$ cat src/hdl/nv12_block_to_rgb_defines.svh
// Assertion macros shared by the NV12 block to RGB design.
// Depends on nothing; files that assert take it in by include.
`ifndef NV12_BLOCK_TO_RGB_DEFINES_SVH
`define NV12_BLOCK_TO_RGB_DEFINES_SVH

// Checked at every rising edge of clk, switched off while rst_n is low.
`define N2R_ASSERT(label, prop, msg) \
    label: assert property (@(posedge clk) disable iff (!rst_n) prop) else $error(msg);

// Checked at every rising edge of clk, reset included.
`define N2R_ASSERT_ALWAYS(label, prop, msg) \
    label: assert property (@(posedge clk) prop) else $error(msg);

`endif

$ cat src/hdl/n2r_pkg.sv
// Package of the NV12 block to RGB converter: coefficients, widths, types
// and the saturating shift. Depends on nothing.
package n2r_pkg;

    // BT.601 coefficients in fixed point with 16 fractional bits.
    localparam int COEF_Y     = 76309;
    localparam int COEF_RV    = 104597;
    localparam int COEF_GU    = 25675;
    localparam int COEF_GV    = 53279;
    localparam int COEF_BU    = 132201;
    localparam int LUMA_OFS   = 16;
    localparam int FRAC_W     = 16;

    // Pixels in one 2x2 block, and so the number of lanes.
    localparam int NUM_LANES  = 4;

    // Width of one registered product: the largest magnitude is 132201*128
    // for the blue term and 76309*239 for luma, both below 2^25.
    localparam int TERM_W     = 26;
    // Width of a sum of up to three products.
    localparam int SUM_W      = 28;
    // Width of a sum after the fractional bits are dropped.
    localparam int INT_W      = SUM_W - FRAC_W;

    typedef logic signed [TERM_W-1:0] term_t;
    typedef logic signed [SUM_W-1:0]  sum_t;

    // Chroma products shared by the four pixels of a block.
    typedef struct packed {
        term_t r_term;
        term_t gu_term;
        term_t gv_term;
        term_t b_term;
    } chroma_terms_t;

    // One converted pixel.
    typedef struct packed {
        logic [7:0] red;
        logic [7:0] green;
        logic [7:0] blue;
    } pixel_t;

    // Arithmetic shift by the fraction width, then clamp to 0..255.
    function automatic logic [7:0] sat_shift(input sum_t sum);
        logic signed [INT_W-1:0] whole;
        logic [7:0]              result;
        whole = INT_W'(sum >>> FRAC_W);
        if (whole < 0)
        begin
            result = 8'd0;
        end
        else if (whole > $signed(INT_W'(255)))
        begin
            result = 8'd255;
        end
        else
        begin
            result = whole[7:0];
        end
        return result;
    endfunction

endpackage

$ cat src/hdl/n2r_ifs.sv
// Valid/ready interfaces of the NV12 block to RGB converter: the block
// channel in and the pixel channel out. Depends on nothing.
interface nv12_block_if;
    logic       valid;
    logic       ready;
    logic [7:0] luma_top_left;
    logic [7:0] luma_top_right;
    logic [7:0] luma_bottom_left;
    logic [7:0] luma_bottom_right;
    logic [7:0] chroma_blue;
    logic [7:0] chroma_red;

    modport source (
        output valid, luma_top_left, luma_top_right, luma_bottom_left,
               luma_bottom_right, chroma_blue, chroma_red,
        input  ready
    );
    modport sink (
        input  valid, luma_top_left, luma_top_right, luma_bottom_left,
               luma_bottom_right, chroma_blue, chroma_red,
        output ready
    );
endinterface

interface rgb_block_if;
    logic       valid;
    logic       ready;
    logic [7:0] red_top_left;
    logic [7:0] green_top_left;
    logic [7:0] blue_top_left;
    logic [7:0] red_top_right;
    logic [7:0] green_top_right;
    logic [7:0] blue_top_right;
    logic [7:0] red_bottom_left;
    logic [7:0] green_bottom_left;
    logic [7:0] blue_bottom_left;
    logic [7:0] red_bottom_right;
    logic [7:0] green_bottom_right;
    logic [7:0] blue_bottom_right;

    modport source (
        output valid, red_top_left, green_top_left, blue_top_left,
               red_top_right, green_top_right, blue_top_right,
               red_bottom_left, green_bottom_left, blue_bottom_left,
               red_bottom_right, green_bottom_right, blue_bottom_right,
        input  ready
    );
    modport sink (
        input  valid, red_top_left, green_top_left, blue_top_left,
               red_top_right, green_top_right, blue_top_right,
               red_bottom_left, green_bottom_left, blue_bottom_left,
               red_bottom_right, green_bottom_right, blue_bottom_right,
        output ready
    );
endinterface

$ cat src/hdl/nv12_block_to_rgb.sv
// Top level of the NV12 2x2 block to RGB24 converter: product stage, four
// pixel lanes and the merging output register. Depends on n2r_pkg, n2r_ifs,
// n2r_chroma, n2r_lane and nv12_block_to_rgb_defines.svh.
//
//   Channel   Role    Item
//   blocks    sink    four luma samples and the Cb and Cr bytes of one block
//   pixels    source  red, green and blue of the four pixels of the block
//
// One block is taken in every cycle unless the output stalls with both stages
// full, when the input is held off. A result passes through two stages, the
// multiplier registers and then the output register. Each stage refills
// whenever its content moves on, so a block is still taken while a result
// waits at the output as long as the product stage is free. Reset clears
// only the valid flags of the two stages.
`include "nv12_block_to_rgb_defines.svh"

module nv12_block_to_rgb (
    input  logic          clk,
    input  logic          rst_n,
    nv12_block_if.sink    blocks,
    rgb_block_if.source   pixels
);
    import n2r_pkg::*;

    logic          s1_valid_reg;
    logic          s1_valid_next;
    logic          out_valid_reg;
    logic          out_valid_next;
    logic          s1_load;
    logic          out_load;
    logic [7:0]    luma [NUM_LANES];
    chroma_terms_t terms;
    pixel_t        lane_px [NUM_LANES];
    pixel_t        px_reg  [NUM_LANES];

    // Stage control: each stage loads when it is empty or being emptied.
    assign out_load      = s1_valid_reg && (!out_valid_reg || pixels.ready);
    assign blocks.ready  = !s1_valid_reg || out_load;
    assign s1_load       = blocks.valid && blocks.ready;

    always_comb
    begin
        s1_valid_next = s1_valid_reg;
        if (s1_load)
        begin
            s1_valid_next = 1'b1;
        end
        else if (out_load)
        begin
            s1_valid_next = 1'b0;
        end
    end

    always_comb
    begin
        out_valid_next = out_valid_reg;
        if (out_load)
        begin
            out_valid_next = 1'b1;
        end
        else if (pixels.ready)
        begin
            out_valid_next = 1'b0;
        end
    end

    always_ff @(posedge clk or negedge rst_n)
    begin
        if (!rst_n)
        begin
            s1_valid_reg  <= 1'b0;
            out_valid_reg <= 1'b0;
        end
        else
        begin
            s1_valid_reg  <= s1_valid_next;
            out_valid_reg <= out_valid_next;
        end
    end

    // Shared chroma products.
    n2r_chroma u_chroma (
        .clk         (clk),
        .load        (s1_load),
        .chroma_blue (blocks.chroma_blue),
        .chroma_red  (blocks.chroma_red),
        .terms       (terms)
    );

    // Luma samples in lane order: top left, top right, bottom left, bottom right.
    assign luma[0] = blocks.luma_top_left;
    assign luma[1] = blocks.luma_top_right;
    assign luma[2] = blocks.luma_bottom_left;
    assign luma[3] = blocks.luma_bottom_right;

    // Four pixel lanes working side by side.
    for (genvar lane = 0; lane < NUM_LANES; lane++)
    begin : g_lane
        n2r_lane u_lane (
            .clk   (clk),
            .load  (s1_load),
            .luma  (luma[lane]),
            .terms (terms),
            .pixel (lane_px[lane])
        );
    end

    // Merging stage: the four lane results form one output item.
    always_ff @(posedge clk)
    begin
        if (out_load)
        begin
            for (int i = 0; i < NUM_LANES; i++)
            begin
                px_reg[i] <= lane_px[i];
            end
        end
    end

    assign pixels.valid              = out_valid_reg;
    assign pixels.red_top_left       = px_reg[0].red;
    assign pixels.green_top_left     = px_reg[0].green;
    assign pixels.blue_top_left      = px_reg[0].blue;
    assign pixels.red_top_right      = px_reg[1].red;
    assign pixels.green_top_right    = px_reg[1].green;
    assign pixels.blue_top_right     = px_reg[1].blue;
    assign pixels.red_bottom_left    = px_reg[2].red;
    assign pixels.green_bottom_left  = px_reg[2].green;
    assign pixels.blue_bottom_left   = px_reg[2].blue;
    assign pixels.red_bottom_right   = px_reg[3].red;
    assign pixels.green_bottom_right = px_reg[3].green;
    assign pixels.blue_bottom_right  = px_reg[3].blue;

    // A new result only ever comes from an occupied product stage.
    `N2R_ASSERT(a_out_from_s1, $rose(out_valid_reg) |-> $past(s1_valid_reg),
        "result appeared without a block in the product stage")
    // A block held in the product stage is not lost while the output stalls.
    `N2R_ASSERT(a_s1_kept, (s1_valid_reg && !out_load) |=> s1_valid_reg,
        "block in the product stage dropped")
    // A result taken with a block behind it is followed at once.
    `N2R_ASSERT(a_no_bubble, (out_valid_reg && pixels.ready && s1_valid_reg) |=> out_valid_reg,
        "bubble inserted behind a taken result")
    // The input is never refused while the product stage is empty.
    `N2R_ASSERT_ALWAYS(a_ready_empty, !s1_valid_reg |-> blocks.ready,
        "block refused with the product stage empty")

endmodule

$ cat src/hdl/n2r_chroma.sv
// Chroma stage: forms the four chroma products of one block once and
// registers them for the lanes. Depends on n2r_pkg.
module n2r_chroma (
    input  logic                   clk,
    input  logic                   load,
    input  logic [7:0]             chroma_blue,
    input  logic [7:0]             chroma_red,
    output n2r_pkg::chroma_terms_t terms
);
    import n2r_pkg::*;

    logic signed [8:0] u_ofs;
    logic signed [8:0] v_ofs;
    chroma_terms_t     terms_reg;
    chroma_terms_t     terms_next;

    // Removing the offset of 128 is an inversion of the top bit, which then
    // becomes the sign and is extended by one place.
    assign u_ofs = signed'({~chroma_blue[7], ~chroma_blue[7], chroma_blue[6:0]});
    assign v_ofs = signed'({~chroma_red[7], ~chroma_red[7], chroma_red[6:0]});

    // One multiplier for each chroma coefficient.
    always_comb
    begin
        terms_next.r_term  = TERM_W'(v_ofs * signed'(TERM_W'(COEF_RV)));
        terms_next.gu_term = TERM_W'(u_ofs * signed'(TERM_W'(COEF_GU)));
        terms_next.gv_term = TERM_W'(v_ofs * signed'(TERM_W'(COEF_GV)));
        terms_next.b_term  = TERM_W'(u_ofs * signed'(TERM_W'(COEF_BU)));
    end

    // Product register; payload only, so no reset.
    always_ff @(posedge clk)
    begin
        if (load)
        begin
            terms_reg <= terms_next;
        end
    end

    assign terms = terms_reg;

endmodule

$ cat src/hdl/n2r_lane.sv
// One pixel lane: scales its luma sample, registers it, then adds the shared
// chroma terms and saturates the three colours. Depends on n2r_pkg.
module n2r_lane (
    input  logic                   clk,
    input  logic                   load,
    input  logic [7:0]             luma,
    input  n2r_pkg::chroma_terms_t terms,
    output n2r_pkg::pixel_t        pixel
);
    import n2r_pkg::*;

    logic signed [8:0] luma_ofs;
    term_t             ys_reg;
    term_t             ys_next;
    sum_t              sum_red;
    sum_t              sum_green;
    sum_t              sum_blue;

    // Luma scaling, registered alongside the chroma products.
    assign luma_ofs = signed'({1'b0, luma}) - signed'(9'(LUMA_OFS));
    assign ys_next  = TERM_W'(luma_ofs * signed'(TERM_W'(COEF_Y)));

    always_ff @(posedge clk)
    begin
        if (load)
        begin
            ys_reg <= ys_next;
        end
    end

    // Colour sums in full precision.
    assign sum_red   = SUM_W'(ys_reg) + SUM_W'(terms.r_term);
    assign sum_green = SUM_W'(ys_reg) - SUM_W'(terms.gu_term) - SUM_W'(terms.gv_term);
    assign sum_blue  = SUM_W'(ys_reg) + SUM_W'(terms.b_term);

    // Drop the fraction and clamp each colour.
    always_comb
    begin
        pixel.red   = sat_shift(sum_red);
        pixel.green = sat_shift(sum_green);
        pixel.blue  = sat_shift(sum_blue);
    end

endmodule
$ cat src/flat_wrapper.sv
// flat-port wrapper written by rule: the top's interface ports become plain ports
module nv12_block_to_rgb_flat import n2r_pkg::*;
  (clk, rst_n, blocks_valid, blocks_luma_top_left, blocks_luma_top_right, blocks_luma_bottom_left, blocks_luma_bottom_right, blocks_chroma_blue, blocks_chroma_red, blocks_ready, pixels_valid, pixels_red_top_left, pixels_green_top_left, pixels_blue_top_left, pixels_red_top_right, pixels_green_top_right, pixels_blue_top_right, pixels_red_bottom_left, pixels_green_bottom_left, pixels_blue_bottom_left, pixels_red_bottom_right, pixels_green_bottom_right, pixels_blue_bottom_right, pixels_ready);
  nv12_block_if blocks_i ();
  rgb_block_if pixels_i ();
  input  logic clk;
  input  logic rst_n;
  input wire logic [$bits(blocks_i.valid)-1:0] blocks_valid;
  input wire logic [$bits(blocks_i.luma_top_left)-1:0] blocks_luma_top_left;
  input wire logic [$bits(blocks_i.luma_top_right)-1:0] blocks_luma_top_right;
  input wire logic [$bits(blocks_i.luma_bottom_left)-1:0] blocks_luma_bottom_left;
  input wire logic [$bits(blocks_i.luma_bottom_right)-1:0] blocks_luma_bottom_right;
  input wire logic [$bits(blocks_i.chroma_blue)-1:0] blocks_chroma_blue;
  input wire logic [$bits(blocks_i.chroma_red)-1:0] blocks_chroma_red;
  output wire logic [$bits(blocks_i.ready)-1:0] blocks_ready;
  output wire logic [$bits(pixels_i.valid)-1:0] pixels_valid;
  output wire logic [$bits(pixels_i.red_top_left)-1:0] pixels_red_top_left;
  output wire logic [$bits(pixels_i.green_top_left)-1:0] pixels_green_top_left;
  output wire logic [$bits(pixels_i.blue_top_left)-1:0] pixels_blue_top_left;
  output wire logic [$bits(pixels_i.red_top_right)-1:0] pixels_red_top_right;
  output wire logic [$bits(pixels_i.green_top_right)-1:0] pixels_green_top_right;
  output wire logic [$bits(pixels_i.blue_top_right)-1:0] pixels_blue_top_right;
  output wire logic [$bits(pixels_i.red_bottom_left)-1:0] pixels_red_bottom_left;
  output wire logic [$bits(pixels_i.green_bottom_left)-1:0] pixels_green_bottom_left;
  output wire logic [$bits(pixels_i.blue_bottom_left)-1:0] pixels_blue_bottom_left;
  output wire logic [$bits(pixels_i.red_bottom_right)-1:0] pixels_red_bottom_right;
  output wire logic [$bits(pixels_i.green_bottom_right)-1:0] pixels_green_bottom_right;
  output wire logic [$bits(pixels_i.blue_bottom_right)-1:0] pixels_blue_bottom_right;
  input wire logic [$bits(pixels_i.ready)-1:0] pixels_ready;
  assign blocks_i.valid = blocks_valid;
  assign blocks_i.luma_top_left = blocks_luma_top_left;
  assign blocks_i.luma_top_right = blocks_luma_top_right;
  assign blocks_i.luma_bottom_left = blocks_luma_bottom_left;
  assign blocks_i.luma_bottom_right = blocks_luma_bottom_right;
  assign blocks_i.chroma_blue = blocks_chroma_blue;
  assign blocks_i.chroma_red = blocks_chroma_red;
  assign blocks_ready = blocks_i.ready;
  assign pixels_valid = pixels_i.valid;
  assign pixels_red_top_left = pixels_i.red_top_left;
  assign pixels_green_top_left = pixels_i.green_top_left;
  assign pixels_blue_top_left = pixels_i.blue_top_left;
  assign pixels_red_top_right = pixels_i.red_top_right;
  assign pixels_green_top_right = pixels_i.green_top_right;
  assign pixels_blue_top_right = pixels_i.blue_top_right;
  assign pixels_red_bottom_left = pixels_i.red_bottom_left;
  assign pixels_green_bottom_left = pixels_i.green_bottom_left;
  assign pixels_blue_bottom_left = pixels_i.blue_bottom_left;
  assign pixels_red_bottom_right = pixels_i.red_bottom_right;
  assign pixels_green_bottom_right = pixels_i.green_bottom_right;
  assign pixels_blue_bottom_right = pixels_i.blue_bottom_right;
  assign pixels_i.ready = pixels_ready;
  nv12_block_to_rgb u_core (.clk(clk), .rst_n(rst_n), .blocks(blocks_i), .pixels(pixels_i));
endmodule
$ cat config.mk
export PLATFORM = sky130hd
export DESIGN_NAME = nv12_block_to_rgb_flat
export DESIGN_NICKNAME = d
export VERILOG_FILES = /design/src/hdl/n2r_pkg.sv /design/src/hdl/n2r_ifs.sv /design/src/hdl/nv12_block_to_rgb.sv /design/src/hdl/n2r_chroma.sv /design/src/hdl/n2r_lane.sv /design/src/flat_wrapper.sv
export VERILOG_INCLUDE_DIRS = /design/src /design/src/hdl
export SDC_FILE = /design/constraint.sdc
export NUM_CORES = 2
export LEC_CHECK = 0
export ABC_AREA = 1
export BUFFER_PORTS_ARGS = -buffer_cell sky130_fd_sc_hd__buf_2
export CAP_MARGIN = 20
export CORE_UTILIZATION = 55
export DETAILED_ROUTE_END_ITERATION = 16
export GPL_TIMING_DRIVEN = 0
export PLACE_DENSITY = 0.72
export SETUP_SLACK_MARGIN = 0.5
export SLEW_MARGIN = 20
export SYNTH_ARGS = -nofsm -noshare
export SYNTH_HDL_FRONTEND = slang
export SYNTH_SLANG_ARGS = --single-unit
$ cat constraint.sdc
create_clock -name clk -period 6.8 [get_ports clk]
set_clock_uncertainty 0.1 [all_clocks]
set_input_delay 1.36 -clock clk [delete_from_list [all_inputs] [get_ports clk]]
set_output_delay 1.36 -clock clk [all_outputs]
set_load 0.01 [all_outputs]
* Yosys cells after proc, flatten, opt, wreduce, memory -nomap -nowiden
Memory sizes are Yosys's and may differ from the RTL's.
Index checks and enable logic that the tools add are counted.
** Word-level totals
- Bits in registers :: 207
- Bits in latches :: 0
- Bits in writable memories :: 96
- Bits in read-only memories :: 0
- Input bits :: 52
- Output and inout port bits :: 98
- Memories kept :: 1
** Cells by class
- Add/sub/neg operators :: 20
- Multiply operators :: 8
- Div/mod/pow operators :: 0
- Magnitude comparators :: 24
- Equal/unequal tests :: 0
- Shift operators :: 0
- Muxes and demuxes :: 30
- Bitwise gates (word level) :: 2
- Reductions and logical operators :: 8
** Memories
- u_core.px_reg :: depth 4, bits a word 24, rd ports 4, clocked after Yosys merged registers in 0, wr ports 4, line nv12_block_to_rgb.sv:34 : pixel_t px_reg [NUM_LANES];
** Operators with widths (number)
- adder 26 x 26 -> 27 bit :: 8
- 2-to-1 mux 8 bit :: 24
- subtractor 27 x 25 -> 28 bit :: 4
- subtractor 26 x 24 -> 27 bit :: 4
- multiplier 9 x 18 -> 26 bit (second input constant) :: 4
- greater-than comparator 11 x 9 -> 1 bit (second input constant) :: 8
- < comparator 11 x 1 -> 1 bit (second input constant) :: 8
- greater-than comparator 12 x 9 -> 1 bit (second input constant) :: 4
- < comparator 12 x 1 -> 1 bit (second input constant) :: 4
- subtractor 8 x 5 -> 9 bit (second input constant) :: 4
- multiplier 8 x 18 -> 26 bit (second input constant) :: 1
- multiplier 8 x 19 -> 26 bit (second input constant) :: 1
- multiplier 8 x 17 -> 25 bit (second input constant) :: 1
- multiplier 8 x 16 -> 24 bit (second input constant) :: 1
- 2-to-1 mux 1 bit :: 6
- nonzero test 2 bit :: 2
- logical AND 1 bit :: 2
- logical NOT 1 bit :: 2
- logical OR 1 bit :: 2
- inverter 1 bit :: 2

* Logic depth before layout (Yosys ltp)
- Depth in word-level cells :: 6
- Mapped depth :: 23
- Depth with buffers taken out :: 23

* Cells and area by module
A second synthesis with hierarchy kept.
** Second synthesis, totals
- Cells, all modules :: 6863
- Area, all modules :: 49356.1 µm²
** By module, submodules not included
- n2r_chroma :: times used 1, cells each 1496, area each 12139.1 µm², seq. area each 2972.9 µm²
- n2r_lane at u_core.g_lane[3].u_lane :: times used 1, cells each 1313, area each 8620.8 µm², seq. area each 780.7 µm²
- n2r_lane at u_core.g_lane[1].u_lane :: times used 1, cells each 1331, area each 8610.8 µm², seq. area each 780.7 µm²
- n2r_lane at u_core.g_lane[0].u_lane :: times used 1, cells each 1314, area each 8514.4 µm², seq. area each 780.7 µm²
- n2r_lane at u_core.g_lane[2].u_lane :: times used 1, cells each 1301, area each 8493.1 µm², seq. area each 780.7 µm²
- nv12_block_to_rgb :: times used 1, cells each 108, area each 2977.9 µm², seq. area each 2932.8 µm²

* Least setup slack after synthesis
No wires, ideal clock.
- Path type :: input to register
- Start :: input port pixels_ready
- End :: memory u_core.px_reg[0][0] (netlist bit) (enable)
- Arrival time :: 6.036 ns
- Setup slack :: 0.082 ns
- Stages on the path :: 2
- Cell sequence :: inv_1 > a21oi_1
** RTL lines
- from (decl) :: line flat_wrapper.sv:29 : input wire logic [$bits(pixels_i.ready)-1:0] pixels_ready;
- to (decl) :: line nv12_block_to_rgb.sv:34

* Worst setup path after layout
- Start :: input port blocks_luma_bottom_right[4]
- End :: register u_core.g_lane[3].u_lane.ys_reg[24] (data pin)
** On the way
- Word-level cells in the longest chain between the ends :: 2
** RTL lines
- from (decl) :: line flat_wrapper.sv:12 : input wire logic [$bits(blocks_i.luma_bottom_right)-1:0] blocks_luma_bottom_right;
- subtractor 8 x 5 -> 9 bit :: line n2r_lane.sv:20 : assign luma_ofs = signed'({1'b0, luma}) - signed'(9'(LUMA_OFS));
- multiplier 9 x 18 -> 26 bit :: line n2r_lane.sv:21 : assign ys_next = TERM_W'(luma_ofs * signed'(TERM_W'(COEF_Y)));
- net u_core.g_lane[3].u_lane.ys_next[24] :: line n2r_lane.sv:14 : term_t ys_next;
- to (signal assigned) :: line n2r_lane.sv:27 : ys_reg <= ys_next;
- to (decl) :: line n2r_lane.sv:13 : term_t ys_reg;
The timed path passes the listed nets, and every way through them passes these cells.
A chain may end at the register's enable or synchronous reset.

==> out/results.tsv <==
metric	value	unit
preCtsSetupSlack	0.153	ns
fin_crit_sh	87.6	%
routed_wl	155	mm
ys_ff_latch	301	
clk_pin_slew_worst_paths	0.06	ns
finalPower	26.9	mW
cts_buffers	38	
status	finished clean	
num-nets-final	7585	
firstDrtPassIters	6	
critical_path_class	input port to register	
min-delay-path-class	register to register	
netlist_instances	6217	
drv_cap	0	
ios	150	
hpwl	126	mm
cellInternalPower	11.5	mW
timing_hold_violations_final	0	
cts_tree	done	
avgViaCountPerCell	5.61	
power_frac_comb	75.4	%
ctsLongestPathBuffers	3	
synth_area	47000	um2
hold_ws	0.420	ns
gr-total-overflow	0	
initial_core_util	55.9	%
finalSetupTns	0	ns
ys_types	56	
use_met3	8.79	%
dieArea	86600	um2
drive_above_1_share	4.78	%
hold_start	u_core.s1_valid_reg$_DFFE_PN0P_	
tightest_slew	1.16	ns
seqPwrFrac	16.5	%
antenna_found_initial	23	
areaGrowthSynthToFinish	7.94	%
dr_total_vias	42602	
h-tree-depth	2	
startpoint	blocks_luma_bottom_right[4]	
start_kind	input port	
gr-usage-met2	53.7	%
clock_power_share	8.1	%
p_sw_share	57.4	%
worstPathRequired	7.04	ns
relSlewSlack	22.6	%
fin_crit	5.96	ns
grt_max_degree	98	
crit_arrival	6.20	ns
syn_nets	7389	
yosysSeqAreaShare	19.2	%
grt_setup_unrepaired	false	
r2r-start	u_core.u_chroma.terms[75]$_DFFE_PP_	
avgSynthCellArea	7.56	um2
chipHeight	294	um
dpl-instance-area	49300	um2
cts_sinks	301	
ant_nets	0	
drc_errors	0	
ys.warnings.count	0	
grt_pass1_vias	39752	
critPathMaxFanout	7	
insertion_delay	0.62	ns
globalRouteTotalUtil	35.8	%
grtUsageMet1	46.8	%
power_density	531	nW/um2
fmax	168	MHz
busiest_layer	met2	
grt_pass1_wl	232	mm
postLayoutSetupSlackWorst	0.844	ns
io_buffers	149	
setup_viol_count_final	0	
endpoint_kind	register	
route.detailed.wl_per_inst	20.4	um
cts_root_buffer	clkbuf_16	
die_w	294	um
leakagePower	27.3	nW
p_sw	15.5	mW
gp_congestion	1.07	
core_region_area	84100	um2
largest_reg_flops	104	
slew_violations	0	
num_rows	106	
final_cell_area	50700	um2
drtIter0Drc	3910	
hold_buffers	0	
irDropWorstVdd	0.334	mV
worst paths after layout:
path / end / slack (ns) / cells past startpoint
min reg2reg: u_core.pixels.valid$_DFFE_PN0P_ / 0.42 / 2
min in group asynchronous: u_core.s1_valid_reg$_DFFE_PN0P_ / 0.44 / 1
max reg2reg: u_core.px_reg[3][9]$_SDFFCE_PN0P_ / 2.52 / 16
max: u_core.g_lane[3].u_lane.ys_reg[24]$_DFFE_PP_ / 0.84 / 19
max in group asynchronous: u_core.pixels.valid$_DFFE_PN0P_ / 6.06 / 1
min: u_core.pixels.valid$_DFFE_PN0P_ / 0.42 / 2
stage by stage:
stage / std cells / utilization [%]
6_report: 7590 / 60.3
5_1_grt: 7582 / 60.3
4_1_cts: 7576 / 60.3
3_5_place_dp: 7507 / 58.7
3_3_place_gp: 7500 / 58.4
2_1_floorplan: 6217 / -
layout by cell type, fill, tap and decap left out, types with 8 or more instances in the layout:
master	instances
clkbuf_16	38
nor3_2	8
a21oi_1	401
a31oi_1	22
a21boi_0	22
nor3b_1	8
o31ai_1	9
diode_2	14
nor4_1	23
a21o_1	68
xor2_1	128
o21ai_0	162
nand3b_1	42
edfxtp_1	299
nor2_2	12
o21a_1	16
o21bai_1	59
nor3_1	44
nand2_2	29
buf_2	149
fa_1	268
ha_1	852
nand4_1	78
inv_1	1084
o211ai_1	17
nand2_1	1599
nor2_1	470
o21ai_1	19
xnor2_1	60
nand3_1	345
cells by family after synthesis:
logic type      count (synthesis)  share of synthesized area (%)
compound gates                827                           10.1
flops                         301                           19.2
xor+xnor                      194                           3.83
fa+ha+maj                    1120                           34.1
simple gates                 2682                           24.0
buf+inv                      1093                           8.73
worst max-delay path, cell delays in order:
cell	delay, ns
buf_2	0.13
inv_1	0.24
ha_1	0.24
nor3b_2	0.66
ha_1	0.44
fa_1	0.54
fa_1	0.45
fa_1	0.44
ha_1	0.29
ha_1	0.37
a21oi_1	0.19
o21ai_0	0.12
a21oi_1	0.12
nand2_1	0.12
nand2_1	0.08
nand2_1	0.09
nand3_1	0.08
nand2_1	0.06
xor2_1	0.14
power by group through the flow:
stage / Combinational (mW) / Sequential (mW) / Clock (mW)
floorplan: 14.7 / 3.67 / 0
global placement: 19.6 / 4.46 / 0
detailed placement: 19.8 / 4.42 / 0
CTS: 20.0 / 4.39 / 2.22
global route: 22.8 / 4.42 / 2.27
finish: 20.3 / 4.45 / 2.18
synthesized netlist by cell type, drive strengths merged:
master   instances  area (um2)
fa             268        5370
nand3          347        1750
xnor2           60         526
edfxtp         299        8980
a21o            68         510
a41oi            1        8.76
nand2         1631        6220
a211oi           7        52.6
o2111ai          3        26.3
nor3            53         317
a211o            1        8.76
nor3b           10        75.1
o31ai           10        80.1
nand3b          42         315
a21boi          28         210
and2             5        31.3
and3             2        12.5
xor2           134        1270
a31o             4        35.0
a221oi           1        8.76
o21ai          182         915
or2              5        31.3
nand4           79         500
inv           1092        4100
o211a            1        10.0
a21oi          403        2020
o21a            16         120
o211ai          18         140
o21bai          62         477
nand2b           1        6.26
nor2           484        1860
nor4            23         144
dfrtp            2        50.1
clkinv           1        3.75
ha             852       10700
a31oi           22         138
layout make-up:
cell class                 instances  area, um2
timing repair buffer             156        926
inverter                        1093       4110
clock inverter                    31        363
tap                             1134       1420
clock buffer                      38        951
sequential                       301       9030
multi-input combinational       4823      33900
antenna                           14       35.0
fill                            7913      33400
what timing repair did:
item | 4_1_cts | 5_1_grt
setup buffers | 0 | 0
endpoints found under the setup margin | 0 | 2
hold endpoints to repair | 0 | 0
resized for setup | 0 | 1
routing by layer:
layer	share of wire (%)	vias up
met4	6.4	12
met1	42	19747
li1	-	20881
met3	9.6	358
met5	0.050	-
met2	42	1604
Note: power is estimated with default switching activity, not from simulation.
